## src/rtl/reservoir_level_step_core_assert.svh

```systemverilog
// ---------------------------------------------------------------------------
// Reservoir level step core assertion macros
// Concurrent assertion wrappers; they compile away when SYNTHESIS is set.
// ---------------------------------------------------------------------------
`ifndef RESERVOIR_LEVEL_STEP_CORE_ASSERT_SVH
`define RESERVOIR_LEVEL_STEP_CORE_ASSERT_SVH
`ifndef SYNTHESIS
`define RLSC_ASSERT_IMPLY(lbl, clk, rst, ante, cons) \
   lbl: assert property (@(posedge clk) disable iff (rst) (ante) |-> (cons)) \
      else $error("assertion failed");
`define RLSC_ASSERT_NEXT(lbl, clk, rst, ante, cons) \
   lbl: assert property (@(posedge clk) disable iff (rst) (ante) |=> (cons)) \
      else $error("assertion failed");
`else
`define RLSC_ASSERT_IMPLY(lbl, clk, rst, ante, cons)
`define RLSC_ASSERT_NEXT(lbl, clk, rst, ante, cons)
`endif
`endif

```

## src/rtl/rls_pkg.sv

```systemverilog
`timescale 1ns / 1ps
// ---------------------------------------------------------------------------
// Reservoir level step package
// Widths, fixed-point constants, control codes and the ctrl/datapath structs.
// ---------------------------------------------------------------------------
package rls_pkg;

   localparam int LEVEL_W = 30;
   localparam int FLOW_W  = 24;
   localparam int STEP_W  = 20;
   localparam int VOL_W   = 44;
   localparam int X_W     = 42;
   localparam int SQ_W    = 52;

   localparam logic [STEP_W-1:0] STEP_RESET = 20'd86400;

   // rating curve coefficients, Q.32 rounded to nearest
   localparam logic [63:0]        COEF_A = 64'd97925254;
   localparam logic [63:0]        COEF_B = 64'd22892605184;
   localparam logic signed [63:0] COEF_C = 64'sd1347115633397;
   // floor(2^64 / 1e8)
   localparam logic [63:0]        FLOW_K = 64'd184467440737;

   localparam logic [X_W-1:0]   X_START0 = {10'd300, 32'd0};
   localparam logic [X_W-1:0]   X_START1 = {10'd500, 32'd0};
   localparam logic [X_W-1:0]   X_MAX    = {X_W{1'b1}};
   localparam logic [VOL_W-1:0] VOL_MAX  = {VOL_W{1'b1}};
   localparam logic [63:0]      STEP_CAP = 64'h0000_0800_0000_0000;
   localparam logic [63:0]      RES_TOL  = 64'd64;

   typedef enum logic [2:0] {
      MUL_SQ, MUL_A, MUL_B, MUL_F1, MUL_F2, MUL_SEC
   } mul_sel_type;

   typedef enum logic [3:0] {
      OP_NONE, OP_CAPTURE, OP_VOL_UPD, OP_SETVOL, OP_R0, OP_R1,
      OP_NEXT, OP_CONV, OP_LEVEL, OP_RESP
   } dp_op_type;

   typedef enum logic [1:0] {
      RET_SET, RET_R0, RET_R1I, RET_ITER
   } curve_ret_type;

   typedef enum logic [3:0] {
      ST_IDLE, ST_DISP, ST_FLOW1, ST_FLOW2, ST_VOL, ST_CSQ, ST_CA, ST_CB,
      ST_CRET, ST_CHK_DEN, ST_SMUL, ST_DIV, ST_CHK_RES, ST_LEVEL, ST_RESP
   } ctrl_state_type;

   typedef struct packed {
      logic        mul_start;
      mul_sel_type mul_sel;
      logic        div_start;
      dp_op_type   op;
   } dp_cmd_type;

   typedef struct packed {
      logic mul_done;
      logic div_done;
      logic req_type;
      logic den_zero;
      logic res_ok;
   } dp_status_type;

endpackage

```

## src/rtl/rls_req_if.sv

```systemverilog
`timescale 1ns / 1ps
// ---------------------------------------------------------------------------
// Reservoir level step request channel
// valid/ready channel carrying one request.
// ---------------------------------------------------------------------------
interface rls_req_if;
   logic                          valid;
   logic                          ready;
   logic                          req_type;
   logic [rls_pkg::LEVEL_W-1:0]   level_in;
   logic [rls_pkg::FLOW_W-1:0]    inflow_total;
   logic [rls_pkg::FLOW_W-1:0]    outflow_total;

   modport source (output valid, req_type, level_in, inflow_total, outflow_total,
                   input ready);
   modport sink   (input valid, req_type, level_in, inflow_total, outflow_total,
                   output ready);
endinterface

```

## src/rtl/rls_rsp_if.sv

```systemverilog
`timescale 1ns / 1ps
// ---------------------------------------------------------------------------
// Reservoir level step response channel
// valid/ready channel carrying one response.
// ---------------------------------------------------------------------------
interface rls_rsp_if;
   logic                          valid;
   logic                          ready;
   logic [rls_pkg::LEVEL_W-1:0]   level_out;
   logic                          converged;
   logic                          volume_clamped;

   modport source (output valid, level_out, converged, volume_clamped, input ready);
   modport sink   (input valid, level_out, converged, volume_clamped, output ready);
endinterface

```

## src/rtl/rls_mul.sv

```systemverilog
`timescale 1ns / 1ps
// ---------------------------------------------------------------------------
// Reservoir level step multiplier
// 64x64 unsigned multiply, four multiplier bits per cycle.
// ---------------------------------------------------------------------------
module rls_mul (
   input  logic          clock,
   input  logic          reset,
   input  logic          start,
   input  logic [63:0]   a_in,
   input  logic [63:0]   b_in,
   output logic [127:0]  prod,
   output logic          done
);
   localparam int DIG_W = 4;
   localparam int STEPS = 64 / DIG_W;

   logic [63:0]          a_ff, b_ff;
   logic [127:0]         p_ff;
   logic [3:0]           cnt_ff;
   logic                 busy_ff, done_ff;
   logic [64+DIG_W-1:0]  part, sum;

   assign part = a_ff * b_ff[DIG_W-1:0];
   assign sum  = {{DIG_W{1'b0}}, p_ff[127:64]} + part;

   always_ff @(posedge clock) begin
      if (reset) begin
         busy_ff <= 1'b0;
         done_ff <= 1'b0;
         cnt_ff  <= '0;
      end else begin
         done_ff <= 1'b0;
         if (start) begin
            busy_ff <= 1'b1;
            cnt_ff  <= '0;
         end else if (busy_ff) begin
            cnt_ff <= cnt_ff + 1'b1;
            if (cnt_ff == 4'(STEPS - 1)) begin
               busy_ff <= 1'b0;
               done_ff <= 1'b1;
            end
         end
      end
   end

   always_ff @(posedge clock) begin
      if (start) begin
         a_ff <= a_in;
         b_ff <= b_in;
         p_ff <= '0;
      end else if (busy_ff) begin
         p_ff <= {sum, p_ff[63:DIG_W]};
         b_ff <= {{DIG_W{1'b0}}, b_ff[63:DIG_W]};
      end
   end

   assign prod = p_ff;
   assign done = done_ff;
endmodule

```

## src/rtl/rls_div.sv

```systemverilog
`timescale 1ns / 1ps
// ---------------------------------------------------------------------------
// Reservoir level step divider
// Restoring 128/64 divide, one quotient bit per cycle, saturating result.
// ---------------------------------------------------------------------------
module rls_div (
   input  logic          clock,
   input  logic          reset,
   input  logic          start,
   input  logic [127:0]  num,
   input  logic [63:0]   den,
   output logic [63:0]   quot,
   output logic          done
);
   logic [63:0] rem_ff, lo_ff, q_ff, den_ff, res_ff;
   logic [5:0]  cnt_ff;
   logic        busy_ff, done_ff;
   logic [64:0] rem_sh, rem_sub;
   logic        ge;
   logic [63:0] q_fin;

   assign rem_sh  = {rem_ff, lo_ff[63]};
   assign ge      = rem_sh >= {1'b0, den_ff};
   assign rem_sub = ge ? (rem_sh - {1'b0, den_ff}) : rem_sh;
   assign q_fin   = {q_ff[62:0], ge};

   always_ff @(posedge clock) begin
      if (reset) begin
         busy_ff <= 1'b0;
         done_ff <= 1'b0;
         cnt_ff  <= '0;
      end else begin
         done_ff <= 1'b0;
         if (start) begin
            cnt_ff <= '0;
            if (num[127:64] >= den) begin
               done_ff <= 1'b1;     // quotient too large: saturate at once
            end else begin
               busy_ff <= 1'b1;
            end
         end else if (busy_ff) begin
            cnt_ff <= cnt_ff + 1'b1;
            if (cnt_ff == 6'd63) begin
               busy_ff <= 1'b0;
               done_ff <= 1'b1;
            end
         end
      end
   end

   always_ff @(posedge clock) begin
      if (start) begin
         rem_ff <= num[127:64];
         lo_ff  <= num[63:0];
         den_ff <= den;
         q_ff   <= '0;
         res_ff <= rls_pkg::STEP_CAP;
      end else if (busy_ff) begin
         rem_ff <= rem_sub[63:0];
         lo_ff  <= {lo_ff[62:0], 1'b0};
         q_ff   <= q_fin;
         if (cnt_ff == 6'd63) begin
            res_ff <= (q_fin > rls_pkg::STEP_CAP) ? rls_pkg::STEP_CAP : q_fin;
         end
      end
   end

   assign quot = res_ff;
   assign done = done_ff;
endmodule

```

## src/rtl/rls_dp.sv

```systemverilog
`timescale 1ns / 1ps
// ---------------------------------------------------------------------------
// Reservoir level step datapath
// Volume/level state, curve terms, secant registers, shared mul, and div.
// ---------------------------------------------------------------------------
module rls_dp (
   input  logic                            clock,
   input  logic                            reset,
   input  logic                            csr_wr_en,
   input  logic [rls_pkg::STEP_W-1:0]      csr_wr_data,
   input  logic                            req_type,
   input  logic [rls_pkg::LEVEL_W-1:0]     level_in,
   input  logic [rls_pkg::FLOW_W-1:0]      inflow_total,
   input  logic [rls_pkg::FLOW_W-1:0]      outflow_total,
   input  rls_pkg::dp_cmd_type             cmd,
   output rls_pkg::dp_status_type          sts,
   output logic [rls_pkg::LEVEL_W-1:0]     level_out,
   output logic                            converged,
   output logic                            volume_clamped
);
   logic [rls_pkg::STEP_W-1:0]  step_ff;
   logic [rls_pkg::VOL_W-1:0]   vol_ff;
   logic [rls_pkg::LEVEL_W-1:0] level_ff;
   logic                        typ_ff;
   logic [rls_pkg::FLOW_W-1:0]  in_ff, out_ff;
   logic [rls_pkg::X_W-1:0]     cx_ff, x0_ff, x1_ff;
   logic signed [63:0]          r0_ff, r1_ff, cv_ff;
   logic [rls_pkg::SQ_W-1:0]    sq_ff;
   logic [46:0]                 t2_ff;
   logic [43:0]                 prod44_ff;
   logic [41:0]                 delta_ff;
   logic                        conv_ff, clamp_ff;
   logic [rls_pkg::LEVEL_W-1:0] olevel_ff;
   logic                        oconv_ff, oclamp_ff;

   logic [63:0]  mul_a, mul_b;
   logic [127:0] mprod;
   logic         mul_done;
   logic [63:0]  dquot;
   logic         div_done;

   logic                        flow_neg;
   logic [rls_pkg::FLOW_W-1:0]  flow_mag;
   logic signed [63:0]          den, r_new;
   logic [63:0]                 den_mag, r1_mag;
   logic [42:0]                 dx, dx_mag;
   logic                        step_neg;
   logic signed [45:0]          x1e, qe, xn_raw;
   logic [rls_pkg::X_W-1:0]     xn;
   logic [44:0]                 vol_sum;
   logic [rls_pkg::VOL_W-1:0]   vol_set;

   assign flow_neg = out_ff > in_ff;
   assign flow_mag = flow_neg ? (out_ff - in_ff) : (in_ff - out_ff);
   assign den      = r1_ff - r0_ff;
   assign den_mag  = den[63] ? (64'd0 - den) : den;
   assign r1_mag   = r1_ff[63] ? (64'd0 - r1_ff) : r1_ff;
   assign dx       = {1'b0, x1_ff} - {1'b0, x0_ff};
   assign dx_mag   = dx[42] ? (43'd0 - dx) : dx;
   assign r_new    = cv_ff - $signed({20'd0, vol_ff});
   assign vol_sum  = {1'b0, vol_ff} + {3'd0, delta_ff};

   // secant update: x1 -/+ step, kept inside 0 .. X_MAX
   assign step_neg = r1_ff[63] ^ dx[42] ^ den[63];
   assign x1e      = $signed({4'd0, x1_ff});
   assign qe       = $signed({2'd0, dquot[43:0]});
   assign xn_raw   = step_neg ? (x1e + qe) : (x1e - qe);

   always_comb begin
      if (xn_raw < 0) begin
         xn = '0;
      end else if (xn_raw > $signed({4'd0, rls_pkg::X_MAX})) begin
         xn = rls_pkg::X_MAX;
      end else begin
         xn = xn_raw[rls_pkg::X_W-1:0];
      end
   end

   always_comb begin
      if (cv_ff < 0) begin
         vol_set = '0;
      end else if (cv_ff > $signed({20'd0, rls_pkg::VOL_MAX})) begin
         vol_set = rls_pkg::VOL_MAX;
      end else begin
         vol_set = cv_ff[rls_pkg::VOL_W-1:0];
      end
   end

   always_comb begin
      case (cmd.mul_sel)
         rls_pkg::MUL_SQ: begin
            mul_a = {22'd0, cx_ff};
            mul_b = {22'd0, cx_ff};
         end
         rls_pkg::MUL_A: begin
            mul_a = rls_pkg::COEF_A;
            mul_b = {12'd0, sq_ff};
         end
         rls_pkg::MUL_B: begin
            mul_a = rls_pkg::COEF_B;
            mul_b = {22'd0, cx_ff};
         end
         rls_pkg::MUL_F1: begin
            mul_a = {44'd0, step_ff};
            mul_b = {40'd0, flow_mag};
         end
         rls_pkg::MUL_F2: begin
            mul_a = {20'd0, prod44_ff};
            mul_b = rls_pkg::FLOW_K;
         end
         rls_pkg::MUL_SEC: begin
            mul_a = r1_mag;
            mul_b = {21'd0, dx_mag};
         end
         default: begin
            mul_a = '0;
            mul_b = '0;
         end
      endcase
   end

   rls_mul u_mul (
      .clock (clock),
      .reset (reset),
      .start (cmd.mul_start),
      .a_in  (mul_a),
      .b_in  (mul_b),
      .prod  (mprod),
      .done  (mul_done)
   );

   rls_div u_div (
      .clock (clock),
      .reset (reset),
      .start (cmd.div_start),
      .num   (mprod),
      .den   (den_mag),
      .quot  (dquot),
      .done  (div_done)
   );

   // architectural state
   always_ff @(posedge clock) begin
      if (reset) begin
         step_ff  <= rls_pkg::STEP_RESET;
         vol_ff   <= '0;
         level_ff <= '0;
      end else begin
         if (csr_wr_en) begin
            step_ff <= csr_wr_data;
         end
         case (cmd.op)
            rls_pkg::OP_CAPTURE: begin
               if (!req_type) begin
                  level_ff <= level_in;
               end
            end
            rls_pkg::OP_VOL_UPD: begin
               if (flow_neg) begin
                  if ({2'd0, delta_ff} > vol_ff) begin
                     vol_ff <= '0;
                  end else begin
                     vol_ff <= vol_ff - {2'd0, delta_ff};
                  end
               end else if (vol_sum > {1'b0, rls_pkg::VOL_MAX}) begin
                  vol_ff <= rls_pkg::VOL_MAX;
               end else begin
                  vol_ff <= vol_sum[rls_pkg::VOL_W-1:0];
               end
            end
            rls_pkg::OP_SETVOL: vol_ff   <= vol_set;
            rls_pkg::OP_LEVEL:  level_ff <= x1_ff[rls_pkg::X_W-1:12];
            default: ;
         endcase
      end
   end

   // working registers
   always_ff @(posedge clock) begin
      if (mul_done) begin
         case (cmd.mul_sel)
            rls_pkg::MUL_SQ:  sq_ff     <= mprod[83:32];
            rls_pkg::MUL_A:   t2_ff     <= mprod[78:32];
            rls_pkg::MUL_B:   cv_ff     <= $signed({17'd0, t2_ff})
                                           - $signed({19'd0, mprod[76:32]})
                                           + rls_pkg::COEF_C;
            rls_pkg::MUL_F1:  prod44_ff <= mprod[43:0];
            rls_pkg::MUL_F2:  delta_ff  <= mprod[81:40];
            default: ;
         endcase
      end
      case (cmd.op)
         rls_pkg::OP_CAPTURE: begin
            typ_ff   <= req_type;
            in_ff    <= inflow_total;
            out_ff   <= outflow_total;
            conv_ff  <= 1'b0;
            clamp_ff <= 1'b0;
            cx_ff    <= {level_in, 12'd0};
         end
         rls_pkg::OP_VOL_UPD: begin
            if (flow_neg && ({2'd0, delta_ff} > vol_ff)) begin
               clamp_ff <= 1'b1;
            end
            x0_ff <= rls_pkg::X_START0;
            x1_ff <= rls_pkg::X_START1;
            cx_ff <= rls_pkg::X_START0;
         end
         rls_pkg::OP_R0: begin
            r0_ff <= r_new;
            cx_ff <= x1_ff;
         end
         rls_pkg::OP_R1: r1_ff <= r_new;
         rls_pkg::OP_NEXT: begin
            x0_ff <= x1_ff;
            r0_ff <= r1_ff;
            x1_ff <= xn;
            cx_ff <= xn;
         end
         rls_pkg::OP_CONV: conv_ff <= 1'b1;
         rls_pkg::OP_RESP: begin
            olevel_ff <= level_ff;
            oconv_ff  <= conv_ff;
            oclamp_ff <= clamp_ff;
         end
         default: ;
      endcase
   end

   assign sts.mul_done = mul_done;
   assign sts.div_done = div_done;
   assign sts.req_type = typ_ff;
   assign sts.den_zero = (r1_ff == r0_ff);
   assign sts.res_ok   = (r1_mag <= rls_pkg::RES_TOL);

   assign level_out      = olevel_ff;
   assign converged      = oconv_ff;
   assign volume_clamped = oclamp_ff;
endmodule

```

## src/rtl/rls_ctrl.sv

```systemverilog
`timescale 1ns / 1ps
// ---------------------------------------------------------------------------
// Reservoir level step controller
// Sequences volume update, curve evaluation and secant rounds.
// ---------------------------------------------------------------------------
`include "reservoir_level_step_core_assert.svh"
module rls_ctrl #(
   parameter int MAX_ITER = 16
) (
   input  logic                    clock,
   input  logic                    reset,
   input  logic                    req_valid,
   output logic                    req_ready,
   output logic                    rsp_valid,
   input  logic                    rsp_ready,
   input  rls_pkg::dp_status_type  sts,
   output rls_pkg::dp_cmd_type     cmd
);
   localparam int ITER_W = $clog2(MAX_ITER + 1);

   rls_pkg::ctrl_state_type state_ff, state_in;
   rls_pkg::curve_ret_type  ret_ff;
   logic [ITER_W-1:0]       iter_ff;
   logic                    mul_iss_ff, div_iss_ff, rsp_valid_ff;
   logic                    out_free;

   assign out_free = !rsp_valid_ff || rsp_ready;

   // next state
   always_comb begin
      state_in = state_ff;
      case (state_ff)
         rls_pkg::ST_IDLE:    if (req_valid) state_in = rls_pkg::ST_DISP;
         rls_pkg::ST_DISP:    state_in = sts.req_type ? rls_pkg::ST_FLOW1 : rls_pkg::ST_CSQ;
         rls_pkg::ST_FLOW1:   if (sts.mul_done) state_in = rls_pkg::ST_FLOW2;
         rls_pkg::ST_FLOW2:   if (sts.mul_done) state_in = rls_pkg::ST_VOL;
         rls_pkg::ST_VOL:     state_in = rls_pkg::ST_CSQ;
         rls_pkg::ST_CSQ:     if (sts.mul_done) state_in = rls_pkg::ST_CA;
         rls_pkg::ST_CA:      if (sts.mul_done) state_in = rls_pkg::ST_CB;
         rls_pkg::ST_CB:      if (sts.mul_done) state_in = rls_pkg::ST_CRET;
         rls_pkg::ST_CRET: begin
            case (ret_ff)
               rls_pkg::RET_SET:  state_in = rls_pkg::ST_RESP;
               rls_pkg::RET_R0:   state_in = rls_pkg::ST_CSQ;
               rls_pkg::RET_R1I:  state_in = rls_pkg::ST_CHK_DEN;
               default:           state_in = rls_pkg::ST_CHK_RES;
            endcase
         end
         rls_pkg::ST_CHK_DEN: state_in = sts.den_zero ? rls_pkg::ST_LEVEL : rls_pkg::ST_SMUL;
         rls_pkg::ST_SMUL:    if (sts.mul_done) state_in = rls_pkg::ST_DIV;
         rls_pkg::ST_DIV:     if (sts.div_done) state_in = rls_pkg::ST_CSQ;
         rls_pkg::ST_CHK_RES: begin
            if (sts.res_ok || (iter_ff == ITER_W'(MAX_ITER))) begin
               state_in = rls_pkg::ST_LEVEL;
            end else begin
               state_in = rls_pkg::ST_CHK_DEN;
            end
         end
         rls_pkg::ST_LEVEL:   state_in = rls_pkg::ST_RESP;
         rls_pkg::ST_RESP:    if (out_free) state_in = rls_pkg::ST_IDLE;
         default:             state_in = rls_pkg::ST_IDLE;
      endcase
   end

   // outputs
   always_comb begin
      req_ready     = 1'b0;
      cmd.mul_start = 1'b0;
      cmd.mul_sel   = rls_pkg::MUL_SQ;
      cmd.div_start = 1'b0;
      cmd.op        = rls_pkg::OP_NONE;
      case (state_ff)
         rls_pkg::ST_IDLE: begin
            req_ready = 1'b1;
            if (req_valid) cmd.op = rls_pkg::OP_CAPTURE;
         end
         rls_pkg::ST_FLOW1: begin
            cmd.mul_sel   = rls_pkg::MUL_F1;
            cmd.mul_start = !mul_iss_ff;
         end
         rls_pkg::ST_FLOW2: begin
            cmd.mul_sel   = rls_pkg::MUL_F2;
            cmd.mul_start = !mul_iss_ff;
         end
         rls_pkg::ST_VOL:  cmd.op = rls_pkg::OP_VOL_UPD;
         rls_pkg::ST_CSQ: begin
            cmd.mul_sel   = rls_pkg::MUL_SQ;
            cmd.mul_start = !mul_iss_ff;
         end
         rls_pkg::ST_CA: begin
            cmd.mul_sel   = rls_pkg::MUL_A;
            cmd.mul_start = !mul_iss_ff;
         end
         rls_pkg::ST_CB: begin
            cmd.mul_sel   = rls_pkg::MUL_B;
            cmd.mul_start = !mul_iss_ff;
         end
         rls_pkg::ST_CRET: begin
            case (ret_ff)
               rls_pkg::RET_SET: cmd.op = rls_pkg::OP_SETVOL;
               rls_pkg::RET_R0:  cmd.op = rls_pkg::OP_R0;
               default:          cmd.op = rls_pkg::OP_R1;
            endcase
         end
         rls_pkg::ST_SMUL: begin
            cmd.mul_sel   = rls_pkg::MUL_SEC;
            cmd.mul_start = !mul_iss_ff;
         end
         rls_pkg::ST_DIV: begin
            cmd.div_start = !div_iss_ff;
            if (sts.div_done) cmd.op = rls_pkg::OP_NEXT;
         end
         rls_pkg::ST_CHK_RES: if (sts.res_ok) cmd.op = rls_pkg::OP_CONV;
         rls_pkg::ST_LEVEL:   cmd.op = rls_pkg::OP_LEVEL;
         rls_pkg::ST_RESP:    if (out_free) cmd.op = rls_pkg::OP_RESP;
         default: ;
      endcase
   end

   always_ff @(posedge clock) begin
      if (reset) begin
         state_ff     <= rls_pkg::ST_IDLE;
         ret_ff       <= rls_pkg::RET_SET;
         iter_ff      <= '0;
         mul_iss_ff   <= 1'b0;
         div_iss_ff   <= 1'b0;
         rsp_valid_ff <= 1'b0;
      end else begin
         state_ff <= state_in;
         if (cmd.mul_start) begin
            mul_iss_ff <= 1'b1;
         end else if (sts.mul_done) begin
            mul_iss_ff <= 1'b0;
         end
         if (cmd.div_start) begin
            div_iss_ff <= 1'b1;
         end else if (sts.div_done) begin
            div_iss_ff <= 1'b0;
         end
         if ((state_ff == rls_pkg::ST_DISP) && !sts.req_type) begin
            ret_ff <= rls_pkg::RET_SET;
         end
         if (state_ff == rls_pkg::ST_VOL) begin
            ret_ff <= rls_pkg::RET_R0;
         end
         if ((state_ff == rls_pkg::ST_CRET) && (ret_ff == rls_pkg::RET_R0)) begin
            ret_ff <= rls_pkg::RET_R1I;
         end
         if ((state_ff == rls_pkg::ST_CRET) && (ret_ff == rls_pkg::RET_R1I)) begin
            iter_ff <= '0;
         end
         if ((state_ff == rls_pkg::ST_DIV) && sts.div_done) begin
            ret_ff  <= rls_pkg::RET_ITER;
            iter_ff <= iter_ff + 1'b1;
         end
         if (cmd.op == rls_pkg::OP_RESP) begin
            rsp_valid_ff <= 1'b1;
         end else if (rsp_ready) begin
            rsp_valid_ff <= 1'b0;
         end
      end
   end

   assign rsp_valid = rsp_valid_ff;

   `RLSC_ASSERT_NEXT(a_busy_after_accept, clock, reset, req_valid && req_ready, state_ff != rls_pkg::ST_IDLE)
   `RLSC_ASSERT_IMPLY(a_iter_bound, clock, reset, state_ff == rls_pkg::ST_SMUL, iter_ff < ITER_W'(MAX_ITER))
   `RLSC_ASSERT_IMPLY(a_mul_done_issued, clock, reset, sts.mul_done, mul_iss_ff)
endmodule

```

## src/rtl/reservoir_level_step_core.sv

```systemverilog
`timescale 1ns / 1ps
// ---------------------------------------------------------------------------
// Reservoir level step core
// Keeps reservoir volume, converts it to water level by secant inversion.
// ---------------------------------------------------------------------------
// One request at a time. A set-level request loads the level and derives the
// volume from the rating curve. A step request updates the volume, evaluates
// the curve at both start points and then runs up to MAX_ITER secant rounds,
// each using the shared multiplier (4 bits per cycle, four products per round)
// and the divider (1 quotient bit per cycle). The response sits in an output
// register, so the next request is taken as soon as the core returns to idle,
// even if the previous response is unread. The user must write step_seconds
// (csr_wr_data) only while the core is idle; the core does not enforce this.
module reservoir_level_step_core #(
   parameter int MAX_ITER = 16
) (
   input  logic                        clock,
   input  logic                        reset,
   input  logic                        csr_wr_en,
   input  logic [rls_pkg::STEP_W-1:0]  csr_wr_data,
   rls_req_if.sink                     req_ch,
   rls_rsp_if.source                   rsp_ch
);
   rls_pkg::dp_cmd_type    cmd;
   rls_pkg::dp_status_type sts;

   // controller: request/response handshake and sequencing
   rls_ctrl #(
      .MAX_ITER (MAX_ITER)
   ) u_ctrl (
      .clock     (clock),
      .reset     (reset),
      .req_valid (req_ch.valid),
      .req_ready (req_ch.ready),
      .rsp_valid (rsp_ch.valid),
      .rsp_ready (rsp_ch.ready),
      .sts       (sts),
      .cmd       (cmd)
   );

   // datapath: state, arithmetic units and response payload
   rls_dp u_dp (
      .clock          (clock),
      .reset          (reset),
      .csr_wr_en      (csr_wr_en),
      .csr_wr_data    (csr_wr_data),
      .req_type       (req_ch.req_type),
      .level_in       (req_ch.level_in),
      .inflow_total   (req_ch.inflow_total),
      .outflow_total  (req_ch.outflow_total),
      .cmd            (cmd),
      .sts            (sts),
      .level_out      (rsp_ch.level_out),
      .converged      (rsp_ch.converged),
      .volume_clamped (rsp_ch.volume_clamped)
   );
endmodule
```

## src/flat_wrapper.sv

```systemverilog
// flat-port wrapper written by rule: the top's interface ports become plain ports
module reservoir_level_step_core_flat 
#(
   parameter int MAX_ITER = 16
)
  (clock, reset, csr_wr_en, csr_wr_data, req_ch_valid, req_ch_req_type, req_ch_level_in, req_ch_inflow_total, req_ch_outflow_total, req_ch_ready, rsp_ch_valid, rsp_ch_level_out, rsp_ch_converged, rsp_ch_volume_clamped, rsp_ch_ready);
  rls_req_if req_ch_i ();
  rls_rsp_if rsp_ch_i ();
  input  logic clock;
  input  logic reset;
  input  logic csr_wr_en;
  input  logic [rls_pkg::STEP_W-1:0] csr_wr_data;
  input wire logic [$bits(req_ch_i.valid)-1:0] req_ch_valid;
  input wire logic [$bits(req_ch_i.req_type)-1:0] req_ch_req_type;
  input wire logic [$bits(req_ch_i.level_in)-1:0] req_ch_level_in;
  input wire logic [$bits(req_ch_i.inflow_total)-1:0] req_ch_inflow_total;
  input wire logic [$bits(req_ch_i.outflow_total)-1:0] req_ch_outflow_total;
  output wire logic [$bits(req_ch_i.ready)-1:0] req_ch_ready;
  output wire logic [$bits(rsp_ch_i.valid)-1:0] rsp_ch_valid;
  output wire logic [$bits(rsp_ch_i.level_out)-1:0] rsp_ch_level_out;
  output wire logic [$bits(rsp_ch_i.converged)-1:0] rsp_ch_converged;
  output wire logic [$bits(rsp_ch_i.volume_clamped)-1:0] rsp_ch_volume_clamped;
  input wire logic [$bits(rsp_ch_i.ready)-1:0] rsp_ch_ready;
  assign req_ch_i.valid = req_ch_valid;
  assign req_ch_i.req_type = req_ch_req_type;
  assign req_ch_i.level_in = req_ch_level_in;
  assign req_ch_i.inflow_total = req_ch_inflow_total;
  assign req_ch_i.outflow_total = req_ch_outflow_total;
  assign req_ch_ready = req_ch_i.ready;
  assign rsp_ch_valid = rsp_ch_i.valid;
  assign rsp_ch_level_out = rsp_ch_i.level_out;
  assign rsp_ch_converged = rsp_ch_i.converged;
  assign rsp_ch_volume_clamped = rsp_ch_i.volume_clamped;
  assign rsp_ch_i.ready = rsp_ch_ready;
  reservoir_level_step_core #(.MAX_ITER(MAX_ITER)) u_core (.clock(clock), .reset(reset), .csr_wr_en(csr_wr_en), .csr_wr_data(csr_wr_data), .req_ch(req_ch_i), .rsp_ch(rsp_ch_i));
endmodule
```

## config.mk

```make
export PLATFORM = sky130hd
export DESIGN_NAME = reservoir_level_step_core_flat
export DESIGN_NICKNAME = d
export VERILOG_FILES = /design/src/rtl/rls_pkg.sv /design/src/rtl/rls_req_if.sv /design/src/rtl/rls_rsp_if.sv /design/src/rtl/rls_mul.sv /design/src/rtl/rls_div.sv /design/src/rtl/rls_dp.sv /design/src/rtl/rls_ctrl.sv /design/src/rtl/reservoir_level_step_core.sv /design/src/flat_wrapper.sv
export VERILOG_INCLUDE_DIRS = /design/src /design/src/rtl
export SDC_FILE = /design/constraint.sdc
export NUM_CORES = 2
export LEC_CHECK = 0
export BUFFER_PORTS_ARGS = -buffer_cell sky130_fd_sc_hd__buf_2
export CORE_MARGIN = 4
export CORE_UTILIZATION = 40
export CTS_BUF_LIST = sky130_fd_sc_hd__clkbuf_8
export DETAILED_ROUTE_END_ITERATION = 7
export SETUP_SLACK_MARGIN = 0.02
export SYNTH_ARGS = -nofsm -noshare
export SYNTH_HDL_FRONTEND = slang
export SYNTH_SLANG_ARGS = --single-unit
```

## constraint.sdc

```tcl
create_clock -name clock -period 20.1 [get_ports clock]
set_input_delay 2.01 -clock clock [delete_from_list [all_inputs] [get_ports clock]]
set_output_delay 2.01 -clock clock [all_outputs]
set_load 0.03 [all_outputs]
```

==> impl_metrics.toml <==
[run_status]
outcome = "finished, final reports clean"

[sta]
fin_crit_sh = 0.367
number_of_hold_violations_in_the_final_report = 0
fin_worst_skew_ns = 0.0626
final_max_slew_violation_count = 0
worst_slack_ns = 12.73
fin_setup_tns_ns = 0
timing.max_slew.rel_slack = 0.159
achievable-frequency_mhz = 136
finalSetupViolCount = 0
fin_crit_ns = 7.37
worstMarginPinSlew_ns = 1.25
setup_repair_after_global_routing_missed_its_margin = "no"

[clock_network]
clock-root-buffer = "sky130_fd_sc_hd__clkbuf_8"
cts_resized = 0
cts_max_level = 4
cts_buffers = 213
clk_pin_slew_worst_paths_ns = 0.07
post_cts_hold_buffers = 0
post_cts.repair.setup_buffers = 0
clk_latency_ns = 1.02
cts_max_path_buffers = 3
tritoncts_num_sinks = 1236
cts_tree = "built"

[critical_path]
worst_ep_arrival_time_ns = 8.20
critPathMaxFanout = 10
r2r_cells = 26
worst-endpoint-required_ns = 20.92
reg_to_reg_slack_setup_ns = 12.73
kind_of_end_point_of_the_critical_path = "register"
crit_path_start_kind = "register"
worstSetupPathType = "reg2reg"

[floorplan]
initial_core_util = 0.402
full_die_area_mm2 = 0.239
die_h_um = 489
core.rowCount = 176
die_w_um = 489
core_area_mm2 = 0.230
io_pins = 138

[hold_path]
worst_hold_path.num_cells = 0
hp-class = "reg2reg"

[synth]
syn-instance-count = 10301
synth_async_reset_ratio = 0
syn_nets = 11231
synthFlopType = "sky130_fd_sc_hd__edfxtp_1"
yosys_warnings = 0
netlist_area_mm2 = 0.0924
avgSynthCellArea_um2 = 8.97
total_of_flip_flops_plus_latches_after_synthesis = 1236
portion_of_the_post_synthesis_area_used_by_sequential_elements = 0.363
synth_enable_flop_cells = 879
unique_masters_post_synth = 101

[power_and_ir_drop]
power_per_cell_area_mw_per_mm2 = 164
total_power_mw = 16.5
leakage_component_of_the_power_nw = 41.2
vdd_drop_max_uv = 154

[run]
timing.max_cap.violations = 0

[global_routing]
wire_length_of_the_first_global_routing_pass_um = 482000
grt_pass1_vias = 76051
grt_use_total = 0.264
grt_start_max_net_pins = 108
antenna_found_initial = 23
overflow = 0

[placed_design]
place_worst_setup_slack_ns = 12.77
io_buffers = 137
detailed_placement_hpwl_um = 253000
gp_congestion = 0.975

[route]
dr_total_vias = 79898
wl_per_cell_um = 24.1
detailedRoute.firstIterationViolations = 7868
drtAntennaViolNets = 0
route.final.wire_length_um = 325000
vias_per_cell = 5.93
drt_drc_violations_left = 0
dr.pass1.iters = 7

[finish]
layout-drive-gt1-share = 0.0713
layout.nets = 11187
area_growth_pct = 8.91
==> Yosys cell counts, types with 32 or more instances <==
master	number	area share
sky130_fd_sc_hd__a211o_1	35	0.0033
sky130_fd_sc_hd__a211oi_1	136	0.011
sky130_fd_sc_hd__a21boi_0	33	0.0027
sky130_fd_sc_hd__a21o_1	289	0.023
sky130_fd_sc_hd__a21oi_1	765	0.041
sky130_fd_sc_hd__a221o_1	47	0.0051
sky130_fd_sc_hd__a221oi_1	76	0.0072
sky130_fd_sc_hd__a22o_1	43	0.0041
sky130_fd_sc_hd__a311oi_1	35	0.0033
sky130_fd_sc_hd__a31oi_1	121	0.0082
sky130_fd_sc_hd__and2_1	163	0.011
sky130_fd_sc_hd__and3_1	108	0.0073
sky130_fd_sc_hd__buf_1	32	0.0013
sky130_fd_sc_hd__clkbuf_1	454	0.018
sky130_fd_sc_hd__dfxtp_1	357	0.077
sky130_fd_sc_hd__edfxtp_1	879	0.29
sky130_fd_sc_hd__fa_1	198	0.043
sky130_fd_sc_hd__ha_1	628	0.085
sky130_fd_sc_hd__inv_1	817	0.033
sky130_fd_sc_hd__mux2_2	35	0.0043
sky130_fd_sc_hd__mux2i_1	288	0.031
sky130_fd_sc_hd__nand2_1	993	0.040
sky130_fd_sc_hd__nand2b_1	99	0.0067
sky130_fd_sc_hd__nand3_1	178	0.0096
sky130_fd_sc_hd__nand4_1	99	0.0067
sky130_fd_sc_hd__nor2_1	929	0.038
sky130_fd_sc_hd__nor2b_1	104	0.0070
sky130_fd_sc_hd__nor3_1	173	0.0094
sky130_fd_sc_hd__nor4_1	73	0.0049
sky130_fd_sc_hd__o211ai_1	79	0.0064
sky130_fd_sc_hd__o21a_1	101	0.0082
sky130_fd_sc_hd__o21ai_0	559	0.030
sky130_fd_sc_hd__o21bai_1	94	0.0076
sky130_fd_sc_hd__o31ai_1	51	0.0041
sky130_fd_sc_hd__or2_2	41	0.0028
sky130_fd_sc_hd__or3_1	72	0.0049
sky130_fd_sc_hd__xnor2_1	335	0.032
sky130_fd_sc_hd__xor2_1	222	0.021
==> sequential cells by signal (all words and copies together), names as in the netlist, 24 cells and up <==
signal                    cells
u_core.u_dp.cv_ff            49
u_core.u_dp.level_out        30
u_core.u_dp.u_mul.a_ff       64
u_core.u_dp.t2_ff            47
u_core.u_dp.u_div.q_ff       63
u_core.u_dp.u_mul.b_ff       52
u_core.u_dp.sq_ff            52
u_core.u_dp.prod44_ff        44
u_core.u_dp.u_div.lo_ff      64
u_core.u_dp.u_div.den_ff     64
u_core.u_dp.delta_ff         42
u_core.u_dp.u_div.quot       44
u_core.u_dp.out_ff           24
u_core.u_dp.vol_ff           44
u_core.u_dp.u_mul.prod      128
u_core.u_dp.x0_ff            42
u_core.u_dp.r0_ff            64
u_core.u_dp.r1_ff            64
u_core.u_dp.x1_ff            42
u_core.u_dp.level_ff         30
u_core.u_dp.u_div.rem_ff     64
u_core.u_dp.cx_ff            42
u_core.u_dp.in_ff            24
==> critical path, stage by stage (launching register included) <==
cell and delay (ns):
sky130_fd_sc_hd__edfxtp_1 0.57, sky130_fd_sc_hd__ha_1 0.43, sky130_fd_sc_hd__nor2b_1 0.18, sky130_fd_sc_hd__o21a_1 0.21
sky130_fd_sc_hd__a311o_1 0.40, sky130_fd_sc_hd__a221oi_1 0.65, sky130_fd_sc_hd__a211oi_1 0.16, sky130_fd_sc_hd__a311o_1 0.41
sky130_fd_sc_hd__nor4_2 0.59, sky130_fd_sc_hd__nand2_1 0.14, sky130_fd_sc_hd__or4_1 0.59, sky130_fd_sc_hd__nor3_1 0.49
sky130_fd_sc_hd__a31oi_1 0.24, sky130_fd_sc_hd__xnor2_1 0.17, sky130_fd_sc_hd__ha_1 0.18, sky130_fd_sc_hd__a21o_1 0.18
sky130_fd_sc_hd__a21o_1 0.18, sky130_fd_sc_hd__a21o_1 0.17, sky130_fd_sc_hd__a21o_1 0.17, sky130_fd_sc_hd__a21o_1 0.17
sky130_fd_sc_hd__a21oi_1 0.15, sky130_fd_sc_hd__nor2b_1 0.06, sky130_fd_sc_hd__o21ai_0 0.16, sky130_fd_sc_hd__nand2_1 0.07
sky130_fd_sc_hd__a31oi_1 0.18, sky130_fd_sc_hd__o31a_1 0.20, sky130_fd_sc_hd__nor3_1 0.06
==> cell families after synthesis <==
logic type,Yosys count,share of synthesized area
DFF,1236,0.363
and+or+nand+nor,3189,0.164
muxes,324,0.0357
buffers and inverters,1330,0.0549
xor gates and xnor gates,558,0.0530
AOI/OAI and AO/OA,2838,0.202
adders and majority gates,826,0.128
==> final cells by class <==
| type | count | area, µm² |
|---|---|---|
| diodes | 9 | 22.5 |
| clock buffers | 239 | 3290 |
| clock inverters | 166 | 1290 |
| fillers | 22705 | 129000 |
| inverters | 818 | 3090 |
| multi-input cells | 7735 | 54000 |
| flip-flops and latches | 1236 | 33500 |
| well taps | 3026 | 3790 |
| repair buffers | 253 | 1580 |
==> through the flow <==
stage,util,hold slack (ns),instances,instance area [µm²]
after global routing,0.438,0.433,13475,101000
after CTS,0.438,0.415,13473,101000
final,0.438,0.426,13482,101000
after global placement,0.417,0.407,13067,96000
after detailed placement,0.418,0.413,13068,96000
after floorplan,-,0.400,10301,92400
==> metal layers <==
| metal | vias up | part of all wire | global-route usage |
|---|---|---|---|
| li1 | 37103 | - | - |
| met1 | 38798 | 0.42 | 0.349 |
| met2 | 3345 | 0.44 | 0.415 |
| met3 | 650 | 0.075 | 0.0439 |
| met4 | 2 | 0.058 | 0.138 |
| met5 | - | 0.000040 | 0 |
==> power by group <==
part	switching (mW)	internal (mW)
combinational	6.38	3.84
sequential	0.547	3.28
clock	1.15	1.35
==> path summary, 6_finish.rpt <==
kind / startpoint / to
worst max register to register: u_core.u_dp.r1_ff[2] / u_core.u_dp.u_div.done
worst min register to register: u_core.u_dp.level_ff[13] / u_core.u_dp.level_out[13]
worst min-delay path: u_core.u_dp.level_ff[13] / u_core.u_dp.level_out[13]
worst max-delay path: u_core.u_dp.r1_ff[2] / u_core.u_dp.u_div.done
==> cell usage in the layout, fill, tap and decap left out, drive strengths merged, types with 52 or more instances in the layout <==
cell type,synthesis,final
a21oi,765,765
xnor2,336,336
mux2i,288,288
edfxtp,879,879
a21o,289,289
fa,198,198
o21a,101,101
o211ai,79,79
and2,166,166
a31oi,121,121
nor2b,104,104
a211oi,136,136
nor2,930,930
dfxtp,357,357
ha,628,628
o21ai,577,577
clkinv,0,67
nand4,100,100
nor4,77,77
nand2,993,993
nand2b,99,99
a221oi,76,76
clkbuf,455,239
buf,57,253
nand3,178,178
or3,72,72
inv,818,891
o31ai,52,52
and3,108,108
xor2,222,222
o21bai,94,94
nor3,174,174
Power figures use the tool's default switching activity.
